==> config.mk <==
export PLATFORM = sky130hd
export DESIGN_NAME = cylsdf_sqrt_pipe
export DESIGN_NICKNAME = d
export VERILOG_FILES = /design/src/rtl/core/cylinder_sdf_band_evaluator_core_defines.svh /design/src/rtl/core/cylsdf_pkg.sv /design/src/rtl/core/cylsdf_sqrt_pipe.sv
export SDC_FILE = /design/constraint.sdc
export NUM_CORES = 2
export LEC_CHECK = 0
export ABC_CLOCK_PERIOD_IN_PS = 6120
export BUFFER_PORTS_ARGS = -buffer_cell sky130_fd_sc_hd__buf_4
export CAP_MARGIN = 25
export CORE_MARGIN = 4
export CORE_UTILIZATION = 40
export CTS_CLUSTER_SIZE = 40
export DETAILED_ROUTE_END_ITERATION = 7
export GPL_TIMING_DRIVEN = 0
export MAX_ROUTING_LAYER = met4
export SYNTH_ARGS = -nofsm -noshare
export SYNTH_HDL_FRONTEND = slang
export SYNTH_MEMORY_MAX_BITS = 65536
export SYNTH_SLANG_ARGS = --single-unit
export TNS_END_PERCENT = 50
==> constraint.sdc <==
create_clock -name clk -period 6.12 [get_ports clk]
set_input_delay 1.224 -clock clk [delete_from_list [all_inputs] [get_ports clk]]
set_output_delay 1.224 -clock clk [all_outputs]
set_load 0.005 [all_outputs]
==> src/rtl/core/cylinder_sdf_band_evaluator_core_defines.svh <==
// ---------------------------------------------------------------------------
// Assertion macros for the cylinder distance core
// Shared helpers for the concurrent checks at the end of the top level.
// ---------------------------------------------------------------------------
`ifndef CYLINDER_SDF_BAND_EVALUATOR_CORE_DEFINES_SVH
`define CYLINDER_SDF_BAND_EVALUATOR_CORE_DEFINES_SVH

// The consequent must hold in the same cycle as the antecedent.
`define CYLSDF_ASSERT_NOW(lbl, ante, cons) \
    lbl: assert property (@(posedge clk) disable iff (!rst_n) (ante) |-> (cons)) \
        else $error("cylinder core check failed");

// The consequent must hold in the cycle after the antecedent.
`define CYLSDF_ASSERT_NEXT(lbl, ante, cons) \
    lbl: assert property (@(posedge clk) disable iff (!rst_n) (ante) |=> (cons)) \
        else $error("cylinder core check failed");

`endif

==> src/rtl/core/cylsdf_pkg.sv <==
// ---------------------------------------------------------------------------
// cylsdf_pkg
// Types, widths and register indices for the cylinder distance core.
// ---------------------------------------------------------------------------
package cylsdf_pkg;

    localparam int COORD_W   = 32;
    localparam int LEN_W     = 31;
    localparam int CFG_ADDR_W = 3;
    localparam int CFG_DATA_W = 32;

    // Internal widths, sized from the coordinate range.
    localparam int DIFF_W = COORD_W + 1;      // point or top minus bottom
    localparam int SQ_W   = 2 * COORD_W;      // one square, below 2^64
    localparam int PROD_W = 2 * DIFF_W;       // signed cross product
    localparam int NN_W   = SQ_W + 2;         // sum of three squares
    localparam int DOT_W  = NN_W + 1;         // signed dot product
    localparam int H_W    = NN_W / 2;         // axis length
    localparam int AQ_W   = H_W + 2;          // axial coordinate magnitude
    localparam int AA_W   = 2 * AQ_W;         // its square
    localparam int CAND_W = AQ_W + 3;         // signed distance candidates

    localparam logic [CFG_ADDR_W-1:0] REG_BOTTOM_X = 3'd0;
    localparam logic [CFG_ADDR_W-1:0] REG_BOTTOM_Y = 3'd1;
    localparam logic [CFG_ADDR_W-1:0] REG_BOTTOM_Z = 3'd2;
    localparam logic [CFG_ADDR_W-1:0] REG_TOP_X    = 3'd3;
    localparam logic [CFG_ADDR_W-1:0] REG_TOP_Y    = 3'd4;
    localparam logic [CFG_ADDR_W-1:0] REG_TOP_Z    = 3'd5;
    localparam logic [CFG_ADDR_W-1:0] REG_RADIUS   = 3'd6;
    localparam logic [CFG_ADDR_W-1:0] REG_BAND     = 3'd7;

    typedef struct packed {
        logic signed [COORD_W-1:0] point_x;
        logic signed [COORD_W-1:0] point_y;
        logic signed [COORD_W-1:0] point_z;
    } point_t;

    typedef struct packed {
        logic signed [COORD_W-1:0] distance;
        logic                      in_band;
        logic                      degenerate;
    } result_t;

endpackage

==> src/rtl/core/cylsdf_sqrt_pipe.sv <==
// ---------------------------------------------------------------------------
// cylsdf_sqrt_pipe
// Pipelined integer square root, one result bit per stage, with side data.
// ---------------------------------------------------------------------------
module cylsdf_sqrt_pipe #(
    parameter int RAD_W  = cylsdf_pkg::NN_W,
    parameter int SIDE_W = 1
) (
    input  logic                  clk,
    input  logic                  rst_n,
    input  logic                  en,
    input  logic                  vld_in,
    input  logic [RAD_W-1:0]      rad_in,
    input  logic [SIDE_W-1:0]     side_in,
    output logic                  vld_out,
    output logic [RAD_W/2-1:0]    root_out,
    output logic [SIDE_W-1:0]     side_out
);

    localparam int ROOT_W = RAD_W / 2;
    localparam int REM_W  = ROOT_W + 2;

    logic              vld_reg  [ROOT_W];
    logic [RAD_W-1:0]  rad_reg  [ROOT_W];
    logic [ROOT_W-1:0] root_reg [ROOT_W];
    logic [REM_W-1:0]  rem_reg  [ROOT_W];
    logic [SIDE_W-1:0] side_reg [ROOT_W];

    for (genvar g = 0; g < ROOT_W; g++)
    begin : g_stage
        logic              s_vld;
        logic [RAD_W-1:0]  s_rad;
        logic [ROOT_W-1:0] s_root;
        logic [REM_W-1:0]  s_rem;
        logic [SIDE_W-1:0] s_side;
        logic [REM_W-1:0]  shifted;
        logic [REM_W:0]    diff;

        if (g == 0)
        begin : g_first
            assign s_vld  = vld_in;
            assign s_rad  = rad_in;
            assign s_root = '0;
            assign s_rem  = '0;
            assign s_side = side_in;
        end
        else
        begin : g_next
            assign s_vld  = vld_reg[g-1];
            assign s_rad  = rad_reg[g-1];
            assign s_root = root_reg[g-1];
            assign s_rem  = rem_reg[g-1];
            assign s_side = side_reg[g-1];
        end

        // Bring down the next two radicand bits and try the next root bit.
        assign shifted = {s_rem[REM_W-3:0], s_rad[RAD_W-1 -: 2]};
        assign diff    = {1'b0, shifted} - {1'b0, s_root, 2'b01};

        always_ff @(posedge clk or negedge rst_n)
        begin
            if (!rst_n)
            begin
                vld_reg[g] <= 1'b0;
            end
            else if (en)
            begin
                vld_reg[g] <= s_vld;
            end
        end

        always_ff @(posedge clk)
        begin
            if (en)
            begin
                rad_reg[g]  <= s_rad << 2;
                side_reg[g] <= s_side;
                if (!diff[REM_W])
                begin
                    rem_reg[g]  <= diff[REM_W-1:0];
                    root_reg[g] <= {s_root[ROOT_W-2:0], 1'b1};
                end
                else
                begin
                    rem_reg[g]  <= shifted;
                    root_reg[g] <= {s_root[ROOT_W-2:0], 1'b0};
                end
            end
        end
    end

    assign vld_out  = vld_reg[ROOT_W-1];
    assign root_out = root_reg[ROOT_W-1];
    assign side_out = side_reg[ROOT_W-1];

endmodule

# Word level (Yosys, flattened, before mapping)

Memories as Yosys holds them, arrays and structs flattened.
Cells that the tools add are included.

Register bits: 33
Memory bits (writable): 4389
Input bits: 71
Output and inout bits: 35
Logic and storage cells: 402
Memories kept: 4

$add $sub $neg: 33
Muxes and demuxes: 266
Bitwise logic cells: 66

Memory list:

| name     | words | width | rd ports | clocked after Yosys merged registers in | wr ports | line                   | source |
|---|---|---|---|---|---|---|---|
| rad_reg  | 33    | 64    | 32       | 0                                       | 33       | cylsdf_sqrt_pipe.sv:24 | `logic [RAD_W-1:0] rad_reg [ROOT_W];` |
| rem_reg  | 33    | 35    | 32       | 0                                       | 33       | cylsdf_sqrt_pipe.sv:26 | `logic [REM_W-1:0] rem_reg [ROOT_W];` |
| root_reg | 33    | 33    | 33       | 0                                       | 33       | cylsdf_sqrt_pipe.sv:25 | `logic [ROOT_W-1:0] root_reg [ROOT_W];` |
| side_reg | 33    | 1     | 33       | 0                                       | 33       | cylsdf_sqrt_pipe.sv:27 | `logic [SIDE_W-1:0] side_reg [ROOT_W];` |

Operators by type and width:

| kind                                             | count |
|---|---|
| two-way mux 35 bit                               | 33 |
| subtractor 35 x 35 -> 36 bit                     | 32 |
| two-way mux 33 bit                               | 33 |
| two-way mux 1 bit                                | 200 |
| bitwise OR 1 bit                                 | 66 |
| subtractor 2 x 1 -> 3 bit, second input constant | 1 |

# Logic depth before layout (Yosys ltp)

An unclocked memory read counts as a cell.

Depth after elaboration: 6
Mapped depth: 15
Mapped depth without buffers: 14

# Worst setup path after synthesis

OpenSTA, ideal clock, no wires.

Kind: input -> register
From: in en
To: mem rem_reg[27][0] in the netlist's numbering, enable pin
Setup time: 0.440 ns
Data arrival time: 3.697 ns
Required time: 5.680 ns
Path slack: 1.983 ns
Stages on the path: 4
Path buffers: 4
Cells stage by stage: clkbuf_1 -> clkbuf_1 -> clkbuf_1 -> clkbuf_1

RTL lines:

| item            | line                   | source |
|---|---|---|
| start, declared | cylsdf_sqrt_pipe.sv:11 | `input logic en,` |
| end, declared   | cylsdf_sqrt_pipe.sv:26 |  |

==> impl_metrics.ini <==
[layout]
mostFrequentLayoutCell = edfxtp_1
largest_register_ffs = 1056
nets = 10500
area_delta_synth_final_pct = 13.2
num-fill-cells = 27100
multiInputGateArea_um2 = 38600
final_cell_mix = edfxtp_1, inv_1, nand2_1
utilization_pct = 45.5
drive_gt1_share_pct = 8.06
regArea_um2 = 80600

[cts]
cts_tree = yes
cts.sinks = 2690
numCtsBuffers = 302
clockBufferDepth = 4
ctsResizeCount = 0
cts-root-buf = clkbuf_16
post_cts_buffers = 0
htreeDepth = 5
ctsHoldBuffers = 0
insertion_delay_ps = 900
clkSlewWorstSetupHoldPaths_ps = 50

[sta]
slew_headroom_pct = 31.5
drv_slew = 0
skew_ps = 63.3
fmaxAchievable_ghz = 0.183
worstMarginPinSlew_ps = 1020
setup_viol = 0
rsz0062_at_grt = no
hold_violations = 0
period_minus_slack_ps = 5450
fin_crit_sh_pct = 89.1

[setup_path]
critPathLaunchType = input pin
worstSetupEndpointType = register
reg2reg_setup_slack_ps = 770
rr_endpoint = rem_reg[31][31]
critPathKind = input pin to register
r2r-start = root_reg[30][10]
cp_data_arrival_time_ps = 6140
worstPathMaxFanout = 136
ff2ff_path_depth = 14
required_ps = 6810

[synthesis]
synth.distinct_cells = 104
async_flop_share_pct = 1.23
synth-edff-count = 2656
yosys.area.top_type = edfxtp_1
yosysWarnings = 0
synth_nets = 10000
yosys_most_used_dff = edfxtp_1
ys_ff_latch = 2690
synth_area_leaders = edfxtp_1, ha_1, xnor2_1, xor2_1, inv_1
synth.avg_cell_area_um2 = 13.1
ys_seq_area_share_pct = 65.6
netlist_instances = 9380
netlist.area_leader.share_pct = 64.9
synth_area_um2 = 123000

[route]
viasPerCell = 5.12
num_vias = 72600
drtPass1Iterations = 7
routedWlPerCell_um = 17.3
routed_wl_um = 245000
drtAntennaViolNets = 0
drtIter0Drc = 4272
drc = 0

[global_routing]
grt_pass1_vias = 73900
grt_usage_pct = 15.5
grt_remaining_overflow = 0
grt_pass1_wl_um = 390000
grt_max_degree = 182
antenna_found_initial = 4

[run]
drv_cap = 0

[status]
status = completed

[die]
rows = 203
die_width_um = 562
initial_core_util_pct = 40.2
coreArea_um2 = 306000
ios = 106
die_h_um = 562
dieArea_um2 = 316000

[place]
gp_congestion = 0.895
dp_hpwl_um = 179000
io_buffers = 105

[hold_path]
hold_path_class = input pin to asynchronous set/reset pin

[pwr]
finalPower_uw = 52500
power.leakage_uw = 0.0531
powerDensity_nw_per_um2 = 377
ir_worst_vdd_mv = 0.233
worst max-delay path, cell delays in order:
cell,delay (ps)
buf_12,340
buf_16,420
inv_1,400
buf_2,430
clkbuf_2,350
buf_12,240
nor4_1,310
nand3_1,700
clkbuf_1,610
buf_2,410
a21oi_1,210
per-layer routing:
layer  vias up  part of all wire (%)  GRT usage (%)  wire (um)
li1      35500                     -              -          -
met1     35100                    41           17.7     100000
met2      1401                    51           27.1     124000
met3       584                   3.8           2.18       9190
met4         0                   4.6           7.04      11200
met5         -                     0              -          0
how the worst max path moves through the flow:
stage	startpoint	end	slack, ps
after floorplan	en	rem_reg[27][0]	1980
after CTS	en	rem_reg[31][31]	560
after detailed placement	en	rem_reg[31][31]	-390
after global placement	en	rem_reg[31][31]	-12960
final	en	rem_reg[31][31]	670
after global routing	en	rem_reg[31][31]	440
stage by stage:
stage	setup slack, ps	hold WS (ps)	cells	area [um^2]	TNS [ps]
after global routing	444	299	14200	139000	0
after CTS	557	233	14200	139000	0
final	665	316	14200	139000	0
after global placement	-12960	400	13600	129000	-
after floorplan	1980	400	9380	123000	0
after detailed placement	-393	405	13600	130000	-42790
cells by family (layout without fill, tap and decap cells):
logic type	after synthesis	in the layout	synth area share [%]
simple gates	2336	2336	9.27
mux	118	118	1.07
compound gates	1872	1872	9.44
xor+xnor	820	820	5.84
fa+ha+maj	565	565	5.75
buf+inv	979	1664	3.05
flops	2690	2690	65.6
other cells	0	1	0
power breakdown:
| part | internal [uW] | switching, uW |
|---|---|---|
| clock | 10200 | 7230 |
| combinational | 4430 | 5990 |
| sequential | 23300 | 1340 |
cell usage after synthesis (17+ instances only):
library cell and number:
edfxtp_1 2656, inv_1 754, nand2_1 674, nor2_1 585, ha_1 565, a21oi_1 562, o21ai_0 511, xnor2_1 410
xor2_1 410, a21o_1 221, nor3_1 190, clkbuf_1 171, nand3_1 140, nand2b_1 129, o21a_1 114, nor4_1 112
mux2_2 104, or3_1 86, nor2b_1 72, and3_1 64, nand4_1 59, o31ai_1 58, or4_1 52, o21bai_1 51
a31oi_1 47, and2_1 39, o211ai_1 37, dfrtp_1 33, a211oi_1 32, or2_2 31, buf_2 24, a2111oi_0 18
nand3b_1 18, a211o_1 17, buf_1 17
final cells by class:
cell class	count	area share, %
Tap cell	4100	3.69
Clock buffer	373	5.68
Clock inverter	169	1.18
Timing Repair Buffer	143	1.11
Multi-Input combinational cell	5711	27.7
Inverter	759	2.05
Buffer	220	0.681
Antenna cell	1	0.00180
Sequential cell	2690	57.9
No activity file was read; power rests on OpenSTA's default activity.
